$ cat config.mk
export PLATFORM = sky130hd
export DESIGN_NAME = sensor_reply_crc_check_convert_core
export DESIGN_NICKNAME = d
export VERILOG_FILES = /design/src/design/srcc_pkg.sv /design/src/design/sensor_reply_crc_check_convert_core.sv
export SDC_FILE = /design/constraint.sdc
export NUM_CORES = 1
export LEC_CHECK = 0
export ABC_AREA = 1
export BUFFER_PORTS_ARGS = -buffer_cell sky130_fd_sc_hd__buf_2
export CORE_UTILIZATION = 40
export CTS_CLUSTER_DIAMETER = 40
export CTS_CLUSTER_SIZE = 16
export DETAILED_ROUTE_END_ITERATION = 8
export GPL_TIMING_DRIVEN = 0
export PLACE_DENSITY = 0.58
export SLEW_MARGIN = 20
export SYNTH_ARGS = -nofsm -noshare
export SYNTH_HDL_FRONTEND = slang
export SYNTH_SLANG_ARGS = --single-unit
$ cat constraint.sdc
create_clock -name clk -period 13.6 [get_ports clk]
set_input_delay 0.68 -clock clk [delete_from_list [all_inputs] [get_ports clk]]
set_output_delay 0.68 -clock clk [all_outputs]
set_load 0.01 [all_outputs]
$ cat src/design/srcc_pkg.sv
`default_nettype none

package srcc_pkg;

	// frame kinds, same code on mode and frame_type
	localparam logic [1:0] KIND_MEAS   = 2'd0;
	localparam logic [1:0] KIND_STATUS = 2'd1;
	localparam logic [1:0] KIND_SERIAL = 2'd2;

	// CRC-8, MSB first, no final xor
	localparam logic [7:0] CRC_POLY = 8'h31;
	localparam logic [7:0] CRC_INIT = 8'hFF;

	// frame lengths in bytes
	localparam logic [2:0] LEN_SHORT = 3'd3;
	localparam logic [2:0] LEN_LONG  = 3'd6;

	// byte positions inside a frame
	localparam logic [2:0] POS_W0_HI  = 3'd0;
	localparam logic [2:0] POS_W0_LO  = 3'd1;
	localparam logic [2:0] POS_W0_CRC = 3'd2;
	localparam logic [2:0] POS_W1_HI  = 3'd3;
	localparam logic [2:0] POS_W1_LO  = 3'd4;
	localparam logic [2:0] POS_W1_CRC = 3'd5;

	// conversion scale factors
	localparam logic [14:0] TEMP_SCALE  = 15'd17500;
	localparam logic [13:0] HUM_SCALE   = 14'd10000;
	localparam logic [16:0] TEMP_OFFSET = 17'd4500;

	// one byte through the CRC register
	function automatic logic [7:0] crc8_byte(input logic [7:0] crc, input logic [7:0] b);
		logic [7:0] c;
		c = crc ^ b;
		for (int i = 0; i < 8; i++) begin
			c = c[7] ? ({c[6:0], 1'b0} ^ CRC_POLY) : {c[6:0], 1'b0};
		end
		return c;
	endfunction

endpackage

`default_nettype wire

$ cat src/design/sensor_reply_crc_check_convert_core.sv
// Channel  Dir  tdata                               tuser
// s_*      in   [7:0] rx_byte                       [0] frame_start, [2:1] mode
// m_*      out  [14:0] temperature_centi,           [1:0] frame_type, [2] crc_error
//               [28:15] humidity_centi,
//               [44:29] status_value,
//               [76:45] serial_value, [79:77] zero
//
// One byte beat per cycle while s_tready is high; after the last byte of its frame
// a result passes the input register, frame logic, multipliers and divide by 65535.
// The stages are elastic: each takes a new beat when it is empty or moving on.
// arst_n clears all valid flags and the frame and held-value state.
// A stalled m_* side fills the stages, then drops s_tready.
`default_nettype none

module sensor_reply_crc_check_convert_core import srcc_pkg::*; (
	input  wire logic        clk,
	input  wire logic        arst_n,
	input  wire logic        s_tvalid,
	output logic             s_tready,
	input  wire logic [7:0]  s_tdata,   // [7:0] rx_byte
	input  wire logic [2:0]  s_tuser,   // [0] frame_start, [2:1] mode
	output logic             m_tvalid,
	input  wire logic        m_tready,
	output logic [79:0]      m_tdata,   // temperature, humidity, status, serial
	output logic [2:0]       m_tuser    // [1:0] frame_type, [2] crc_error
);

	// stage valids and elastic readies
	logic v1_q, v2_q, v3_q;
	logic out_free, r3, r2, r1;

	assign out_free = !m_tvalid || m_tready;
	assign r3       = !v3_q || out_free;
	assign r2       = !v2_q || r3;
	assign r1       = !v1_q || r2;
	assign s_tready = r1;

	// input register
	logic [7:0] byte_s1;
	logic       start_s1;
	logic [1:0] mode_s1;

	always_ff @(posedge clk or negedge arst_n) begin
		if (!arst_n) begin
			v1_q <= 1'b0;
		end else if (r1) begin
			v1_q <= s_tvalid;
		end
	end

	always_ff @(posedge clk) begin
		if (r1 && s_tvalid) begin
			byte_s1  <= s_tdata;
			start_s1 <= s_tuser[0];
			mode_s1  <= s_tuser[2:1];
		end
	end

	// frame state
	logic [2:0]  pos_q;
	logic [7:0]  crc_q;
	logic [1:0]  kind_q;
	logic [15:0] word0_q, word1_q;
	logic        err_q;

	logic [2:0]  pos_b;
	logic [7:0]  crc_b, crc_n;
	logic [1:0]  kind_b;
	logic [15:0] word0_b, word1_b, word0_n, word1_n;
	logic        err_b, err_n;
	logic [2:0]  len;
	logic        active, done, step;

	assign step = v1_q && r2;

	// frame start restarts the state; reserved mode saturates to serial
	always_comb begin
		pos_b   = start_s1 ? 3'd0 : pos_q;
		crc_b   = start_s1 ? CRC_INIT : crc_q;
		err_b   = start_s1 ? 1'b0 : err_q;
		word0_b = start_s1 ? 16'd0 : word0_q;
		word1_b = start_s1 ? 16'd0 : word1_q;
		kind_b  = start_s1 ? ((mode_s1 > KIND_SERIAL) ? KIND_SERIAL : mode_s1) : kind_q;
		len     = (kind_b == KIND_STATUS) ? LEN_SHORT : LEN_LONG;
		active  = pos_b < len;
		done    = active && ((pos_b + 3'd1) == len);
	end

	// per-byte CRC and word assembly
	always_comb begin
		crc_n   = crc_b;
		err_n   = err_b;
		word0_n = word0_b;
		word1_n = word1_b;
		unique case (pos_b)
			POS_W0_HI: begin
				crc_n   = crc8_byte(CRC_INIT, byte_s1);
				word0_n = {byte_s1, word0_b[7:0]};
			end
			POS_W0_LO: begin
				crc_n   = crc8_byte(crc_b, byte_s1);
				word0_n = {word0_b[15:8], byte_s1};
			end
			POS_W1_HI: begin
				crc_n   = crc8_byte(CRC_INIT, byte_s1);
				word1_n = {byte_s1, word1_b[7:0]};
			end
			POS_W1_LO: begin
				crc_n   = crc8_byte(crc_b, byte_s1);
				word1_n = {word1_b[15:8], byte_s1};
			end
			POS_W0_CRC, POS_W1_CRC: begin
				err_n = err_b || (crc_b != byte_s1);
				crc_n = CRC_INIT;
			end
			default: begin
				crc_n = crc_b;
			end
		endcase
	end

	always_ff @(posedge clk or negedge arst_n) begin
		if (!arst_n) begin
			pos_q   <= 3'd0;
			crc_q   <= CRC_INIT;
			kind_q  <= KIND_MEAS;
			word0_q <= 16'd0;
			word1_q <= 16'd0;
			err_q   <= 1'b0;
		end else if (step) begin
			kind_q  <= kind_b;
			pos_q   <= active ? pos_b + 3'd1 : pos_b;
			crc_q   <= active ? crc_n : crc_b;
			err_q   <= active ? err_n : err_b;
			word0_q <= active ? word0_n : word0_b;
			word1_q <= active ? word1_n : word1_b;
		end
	end

	// completed frame
	logic [1:0]  kind_s2;
	logic        err_s2;
	logic [15:0] word0_s2, word1_s2;

	always_ff @(posedge clk or negedge arst_n) begin
		if (!arst_n) begin
			v2_q <= 1'b0;
		end else if (r2) begin
			v2_q <= step && done;
		end
	end

	always_ff @(posedge clk) begin
		if (step && done) begin
			kind_s2  <= kind_b;
			err_s2   <= err_n;
			word0_s2 <= word0_n;
			word1_s2 <= word1_n;
		end
	end

	// scale products
	logic [1:0]  kind_s3;
	logic        err_s3;
	logic [15:0] word0_s3, word1_s3;
	logic [30:0] prod_t_s3;
	logic [29:0] prod_h_s3;

	always_ff @(posedge clk or negedge arst_n) begin
		if (!arst_n) begin
			v3_q <= 1'b0;
		end else if (r3) begin
			v3_q <= v2_q;
		end
	end

	always_ff @(posedge clk) begin
		if (r3 && v2_q) begin
			kind_s3   <= kind_s2;
			err_s3    <= err_s2;
			word0_s3  <= word0_s2;
			word1_s3  <= word1_s2;
			prod_t_s3 <= {15'd0, word0_s2} * {16'd0, TEMP_SCALE};
			prod_h_s3 <= {14'd0, word1_s2} * {16'd0, HUM_SCALE};
		end
	end

	// divide by 65535: q = (x + (x >> 16) + 1) >> 16
	logic [31:0] sum_t, back_t;
	logic [15:0] quo_t;
	logic        rem_nz, neg_t;
	logic [16:0] temp_w;
	logic [30:0] sum_h;
	logic [14:0] quo_h;

	always_comb begin
		sum_t  = {1'b0, prod_t_s3} + {17'd0, prod_t_s3[30:16]} + 32'd1;
		quo_t  = sum_t[31:16];
		back_t = {quo_t, 16'd0} - {16'd0, quo_t};
		rem_nz = back_t != {1'b0, prod_t_s3};
		// below the offset the result rounds toward zero, i.e. up
		neg_t  = {1'b0, quo_t} < TEMP_OFFSET;
		temp_w = {1'b0, quo_t} - TEMP_OFFSET + {16'd0, neg_t && rem_nz};
		sum_h  = {1'b0, prod_h_s3} + {17'd0, prod_h_s3[29:16]} + 31'd1;
		quo_h  = sum_h[30:16];
	end

	// held values and result register
	logic [14:0] held_temp_q;
	logic [13:0] held_hum_q;
	logic        meas_ok, load_out;
	logic [14:0] temp_out;
	logic [13:0] hum_out;
	logic [15:0] status_out;
	logic [31:0] serial_out;

	assign load_out = v3_q && out_free;

	always_comb begin
		meas_ok    = (kind_s3 == KIND_MEAS) && !err_s3;
		temp_out   = meas_ok ? temp_w[14:0] : held_temp_q;
		hum_out    = meas_ok ? quo_h[13:0] : held_hum_q;
		status_out = ((kind_s3 == KIND_STATUS) && !err_s3) ? word0_s3 : 16'd0;
		serial_out = ((kind_s3 == KIND_SERIAL) && !err_s3) ? {word0_s3, word1_s3} : 32'd0;
	end

	always_ff @(posedge clk or negedge arst_n) begin
		if (!arst_n) begin
			held_temp_q <= 15'd0;
			held_hum_q  <= 14'd0;
			m_tvalid    <= 1'b0;
		end else begin
			if (out_free) begin
				m_tvalid <= v3_q;
			end
			if (load_out) begin
				held_temp_q <= temp_out;
				held_hum_q  <= hum_out;
			end
		end
	end

	always_ff @(posedge clk) begin
		if (load_out) begin
			m_tdata <= {3'd0, serial_out, status_out, hum_out, temp_out};
			m_tuser <= {err_s3, kind_s3};
		end
	end

endmodule

`default_nettype wire
==> metrics, run 1 <==
status finished with violations; failing checks design-rule violations; cell area after synthesis 0.0207 mm²; average wire per standard cell 16.1 µm; Syn Inst Count 2375; Die ar. 0.0528 mm²; Post-CTS Setup Inserts 0; Setup-failing EPs final 0; Final Util 46.3%; GRT Overall Usage 20.2%; nets 2821; crit path max fanout 7; Max stage delay on crit path 0.57 ns; data required time of the critical path 13.92 ns; top cells by count, synth 500 x nand2_1, 433 x inv_1, 211 x edfxtp_1; power density cells 122 mW/mm²; normalized max-slew margin 43.8%; clk sinks 290; largest area contributor in the netlist edfxtp_1; Ys Warns 0; multi-input logic area 0.0106 mm²; vias in the first global route 15800; P&R area growth vs syn 14.6%; Detail Route Antenna Nets 0; Worst Hold Class in2async; clk buf depth 3; share of layout cells above drive strength 1 11.3%; largest net degree at the start of global routing 74; Worst Skew 0.0373 ns; core area 0.0513 mm²; Yosys reg bits 290; top-area cell type share of the netlist area 30.6%; largest cells by area after synthesis edfxtp_1 31%, ha_1 12%, nand2_1 9.0%, dfrtp_1 8.6%, inv_1 7.8%; number of port buffers 96; clock-pin transition on the worst setup and hold timing paths 0.06 ns; post-DP HPWL 41.2 mm; Storage cell area 0.00832 mm²; GR Overflow Total 0; post-DR vias/cell 4.96; I/O pin total 100; Syn Area/Cell 8.73 µm²; crit start category flip-flop; Max Cap Viol 0; Post-synth EDFFs 211; minimum hold slack 0.0308 ns; peak supply drop 0.0918 mV; synth unique cells 55; critical path endpoint category flip-flop; initial drt markers 1240; initial antenna violation count 0; critical path type reg2reg; post-synthesis sequential area ratio 40.1%; DR pass1 iterations 9; H-tree depth 2; worst path cell trace ha_1, inv_1, fa_1, inv_1, ha_1, fa_1, inv_1, fa_1, inv_1, ha_1, a21o_1, nand3_1, o211ai_1, a21boi_1, o21ai_0, nand3_1, nand2_1, nand2_1, nand2_1, a21boi_1, o21ai_0, xor2_1; ANT cells 0; Site Rows 83; Leakage Power 11.4 nW; post_cts resized 0; final hold vios 0; Num CTS Buffers 44; setup repair after global routing missed its margin no; final wirelength 52.1 mm; CP arrival 5.62 ns; fmax 0.189 GHz; top_reg_cell synth edfxtp_1; CP dominant cell by count inv_1; CTS root buffer clkbuf_16; TritonCTS clock tree built; Slew @ Worst Pin 0.843 ns; Die Wd 230 µm; Reg2Reg Setup Slack 8.30 ns; CP max-delay cell edfxtp_1; via count 16100; DRC 2; Final Max Slew Viols 0; global-route wire length before repair 84.2 mm; top-count cell post-synth nand2_1; fin crit share 39.0%; ys async rst share 27.2%; Layout fillers 4952; Starting Density 40.4%; Final min period 5.30 ns; TNS Setup 0 ns; routability congestion estimate 0.949; CTS hold repair buffers 0; Worst-Skew Late Latency 0.59 ns; die span in y 230 µm
[placed cells by master, fill, tap and decap left out, drive strengths merged, types with 2 or more instances in the layout]
cell type    n
a21boi       2
a21o         5
a21oi      110
a22o         3
a31oi       18
and2         2
buf        113
bufinv       3
clkbuf      77
clkinv      15
clkinvlp     7
conb         3
dfrtp       71
dfstp        8
edfxtp     211
fa          80
ha         200
inv        465
nand2      531
nand3       86
nand3b       8
nand4       29
nor2       232
nor3        21
nor4         2
o211ai       4
o21a         4
o21ai      109
o21bai       5
o221ai       5
o22ai       34
o31ai        3
or2          4
xnor2       25
xor2        62
[where the power goes]
part           internal [mW]  leakage [nW]  total [mW]  switching, mW
combinational          0.232          7.71       0.615          0.383
clock                  0.685         0.741        1.17          0.486
sequential              1.07          2.95        1.12         0.0487
[through the flow]
| step | power [mW] | setup slack (ns) | instances | area [µm²] |
|---|---|---|---|---|
| after global placement | 1.73 | 6.96 | 3153 | 22100 |
| after floorplan | 1.59 | 8.68 | 2377 | 20700 |
| after detailed placement | 1.75 | 8.28 | 3160 | 22200 |
| final | 2.90 | 8.30 | 3242 | 23800 |
| after CTS | 2.94 | 8.26 | 3242 | 23800 |
| after global routing | 3.07 | 7.99 | 3242 | 23800 |
[registers in the layout (all words and copies together), names as in the netlist, 14 cells and up]
signal       count
word1_s2        16
held_temp_q     15
word0_s3        16
m_tdata         77
prod_h_s3       22
prod_t_s3       28
word0_q         16
word1_q         16
held_hum_q      14
word1_s3        16
word0_s2        16
[cell families (layout without fill, tap and decap cells)]
| family | after synthesis | after routing | share of synthesized area [%] |
|---|---|---|---|
| AO/OA/AOI/OAI | 306 | 306 | 8.29 |
| flip-flops | 290 | 290 | 40.1 |
| XOR/XNOR | 87 | 87 | 3.67 |
| AND/OR/NAND/NOR | 915 | 915 | 19.0 |
| adder cells (fa/ha/maj) | 280 | 280 | 19.8 |
| multiplexers | 1 | 1 | 0.0483 |
| other | 1 | 3 | 0.0181 |
| buffers and inverters | 495 | 680 | 9.04 |
[layer usage]
metal | up-vias | part of all wire [%] | track usage, %
li1 | 8011 | - | -
met1 | 7552 | 46 | 27.8
met2 | 428 | 45 | 32.3
met3 | 101 | 5.9 | 3.42
met4 | 0 | 2.9 | 6.48
met5 | - | 0 | 0
[worst max-delay path, delay by kind of cell, from the launching register on]
kind,cells,cell delay [ns]
compound gates,6,1.20
xor+xnor,1,0.16
flops,1,0.57
simple gates,5,0.39
buf+inv,4,0.18
fa+ha+maj,6,2.52
[worst paths after layout]
kind                                  to         from  depth (start not counted)
min reg2reg                   kind_s3[1]   kind_s2[1]                          0
min in group clk              byte_s1[4]   s_tdata[4]                          1
max reg2reg                prod_t_s3[28]  word0_s2[8]                         22
min                           word1_q[8]       arst_n                          1
max in group asynchronous  held_hum_q[8]       arst_n                          2
max                        prod_t_s3[28]  word0_s2[8]                         22
[area by class of cell]
| type | count | share of cell area, % |
|---|---|---|
| clock inverter | 38 | 1.95 |
| tap | 680 | 3.58 |
| clock buffer | 44 | 4.63 |
| sequential | 290 | 35.0 |
| inverter | 452 | 7.15 |
| buffer | 43 | 0.768 |
| multi-input combinational | 1592 | 44.4 |
| timing repair buffer | 103 | 2.50 |
Power figures use the tool's default switching activity.
==> run 2, diff against run 1 <==
--- a/config.mk
+++ b/config.mk
@@ -12,7 +12,7 @@
 export CTS_CLUSTER_SIZE = 16
 export DETAILED_ROUTE_END_ITERATION = 8
 export GPL_TIMING_DRIVEN = 0
-export PLACE_DENSITY = 0.58
+export PLACE_DENSITY = 0.6
 export SLEW_MARGIN = 20
 export SYNTH_ARGS = -nofsm -noshare
 export SYNTH_HDL_FRONTEND = slang
==> constraint.sdc (replaced) <==
create_clock -name clk -period 4.6 [get_ports clk]
set_input_delay 0.23 -clock clk [delete_from_list [all_inputs] [get_ports clk]]
set_output_delay 0.23 -clock clk [all_outputs]
set_load 0.01 [all_outputs]
==> metrics, run 2 (same netlist as run 1, synthesis figures left out) <==
via count 16600 (was 16100); setup repair after global routing missed its margin yes (was no); Worst Skew 0.0289 ns (was 0.0373 ns); Setup-failing EPs final 3 (was 0); average wire per standard cell 15.9 µm (was 16.1 µm); routability congestion estimate 0.957 (was 0.949); post-DP HPWL 40.0 mm (was 41.2 mm); final hold vios 0 (unchanged); TNS Setup -0.0171 ns (was 0 ns); slack of the critical path -0.0144 ns (was 8.30 ns); ANT cells 0 (unchanged); Final Util 50.2% (was 46.3%); largest net degree at the start of global routing 72 (was 74); fmax 0.217 GHz (was 0.189 GHz); GR Overflow Total 0 (unchanged); Max stage delay on crit path 0.52 ns (was 0.57 ns); I/O pin total 100 (unchanged); Die Wd 230 µm (unchanged); critical path endpoint category flip-flop (unchanged); critical path type reg2reg (unchanged); fin crit share 100% (was 39.0%); peak supply drop 0.261 mV (was 0.0918 mV); largest registers m_tdata (77), prod_t_s3 (28), prod_h_s3 (22) (unchanged); commonest cells after routing, fill and taps aside 449 x nand2_1, 410 x inv_1, 211 x edfxtp_1 (was 500 x nand2_1, 432 x inv_1, 211 x edfxtp_1); Final min period 4.61 ns (was 5.30 ns); Slew @ Worst Pin 1.02 ns (was 0.843 ns); number of port buffers 96 (unchanged); DRC 2 (unchanged); Worst Path Buf+Inv 6 (was 4); status finished with violations (unchanged); Post-DP Area 0.0222 mm² (about the same); power density cells 350 mW/mm² (was 122 mW/mm²); P&R area growth vs syn 24.1% (was 14.6%); data required time of the critical path 4.92 ns (was 13.92 ns); Leakage Power 12.1 nW (was 11.4 nW); CTS root buffer clkbuf_16 (unchanged); Die ar. 0.0528 mm² (unchanged); final wirelength 53.3 mm (was 52.1 mm); global-route wire length before repair 83.3 mm (was 84.2 mm); die span in y 230 µm (unchanged); share of layout cells above drive strength 1 20.9% (was 11.3%); clk buf depth 3 (unchanged); Starting Density 40.4% (unchanged); dpl cells 3158 (was 3160); TritonCTS clock tree built (unchanged); nets 2940 (was 2821); Worst Hold Class in2async (unchanged); Detail Route Antenna Nets 0 (unchanged); DR pass1 iterations 8 (was 9); failing checks design-rule violations, negative setup slack (was design-rule violations); CP max-delay cell fa_1 (was edfxtp_1); crit start category flip-flop (unchanged); core area 0.0513 mm² (unchanged); crit-path leading delay family adder cells (unchanged); worst path cell trace buf_4, buf_4, inv_1, fa_1, inv_2, ha_4, fa_1, inv_2, fa_1, inv_2, ha_4, a21o_1, nand3_1, o211ai_1, a21boi_2, o21ai_2, nand3_1, nand2_2, nand2_2, nand2_2, a21boi_4, o21ai_2, xor2_1 (was ha_1, inv_1, fa_1, inv_1, ha_1, fa_1, inv_1, fa_1, inv_1, ha_1, a21o_1, nand3_1, o211ai_1, a21boi_1, o21ai_0, nand3_1, nand2_1, nand2_1, nand2_1, a21boi_1, o21ai_0, xor2_1); Setup WS pre-CTS -0.625 ns (was 8.28 ns); initial drt markers 1191 (was 1240); Max Cap Viol 0 (unchanged); Post-Layout Cell Count 3360 (was 3242); clock-pin transition on the worst setup and hold timing paths 0.06 ns (about the same); post-DR vias/cell 4.95 (was 4.96); Num CTS Buffers 43 (was 44); GRT Overall Usage 19.8% (was 20.2%); design area 0.0257 mm² (was 0.0238 mm²); Site Rows 83 (unchanged); commonest non-fill, non-tap cell in the layout nand2_1 (unchanged); Reg with most FFs m_tdata (unchanged); clk sinks 290 (unchanged); max reg flops 77 (unchanged); Worst-Skew Late Latency 0.58 ns (was 0.59 ns); vias in the first global route 16000 (was 15800); minimum hold slack 0.163 ns (was 0.0308 ns); Final Max Slew Viols 0 (unchanged); H-tree depth 2 (unchanged); CP arrival 4.93 ns (was 5.62 ns); crit path max fanout 4 (was 7); initial antenna violation count 0 (unchanged); total power draw 9.00 mW (was 2.90 mW); normalized max-slew margin 31.8% (was 43.8%)
-- run 2: changes by cell type in the layout (fill, tap and decap cells not counted), moves of 16 or more --
cell     delta
nor2_1     -20
inv_1      -22
nand2_2    +37
a21oi_1    -16
ha_4       +30
ha_1       -34
nand2_1    -51
buf_4     +100
inv_2      +22
-- run 2: layout make-up --
type / count / area [µm²]
buffer: 43 / 183
clock buffer: 45 / 1080
clock inverter: 35 / 524
fill: 4704 / 25600
inverter: 452 / 1700
multi-input combinational: 1592 / 11500
sequential: 290 / 8320
tap: 680 / 851
timing repair buffer: 223 / 1560
-- run 2: layer usage --
| layer | track usage, % | vias up | routed length [µm] |
|---|---|---|---|
| met1 | 26.8 | 7839 | 24000 |
| met2 | 33.5 | 462 | 25400 |
| li1 | - | 8240 | - |
| met4 | 4.59 | 0 | 1090 |
| met5 | 0 | - | 0 |
| met3 | 2.84 | 84 | 2850 |
-- run 2: final timing paths --
| path | cells after the start | start | slack (ns) | endpoint |
|---|---|---|---|---|
| worst min register to register | 0 | kind_s2[1] | 0.41 | kind_s3[1] |
| worst max-delay path | 23 | word0_s2[9] | -0.01 | prod_t_s3[28] |
| worst max register to register | 23 | word0_s2[9] | -0.01 | prod_t_s3[28] |
| worst min-delay path | 2 | arst_n | 0.16 | err_q |
| max in group asynchronous | 3 | arst_n | 3.76 | held_temp_q[8] |
| min in group clk | 2 | s_tdata[1] | 0.36 | byte_s1[1] |
-- run 2: power by group --
part | total [mW] | internal, mW | switching, mW
clock | 3.50 | 2.07 | 1.43
combinational | 2.21 | 0.917 | 1.29
sequential | 3.29 | 3.16 | 0.131
-- run 2: what timing repair did --
action                                  4_1_cts  5_1_grt
buffers inserted                             63       45
gates resized for setup                      56      164
hold buffers                                 14        0
endpoints found under the hold margin        47        0
endpoints found under the setup margin       26       31
pin swaps                                    36       96
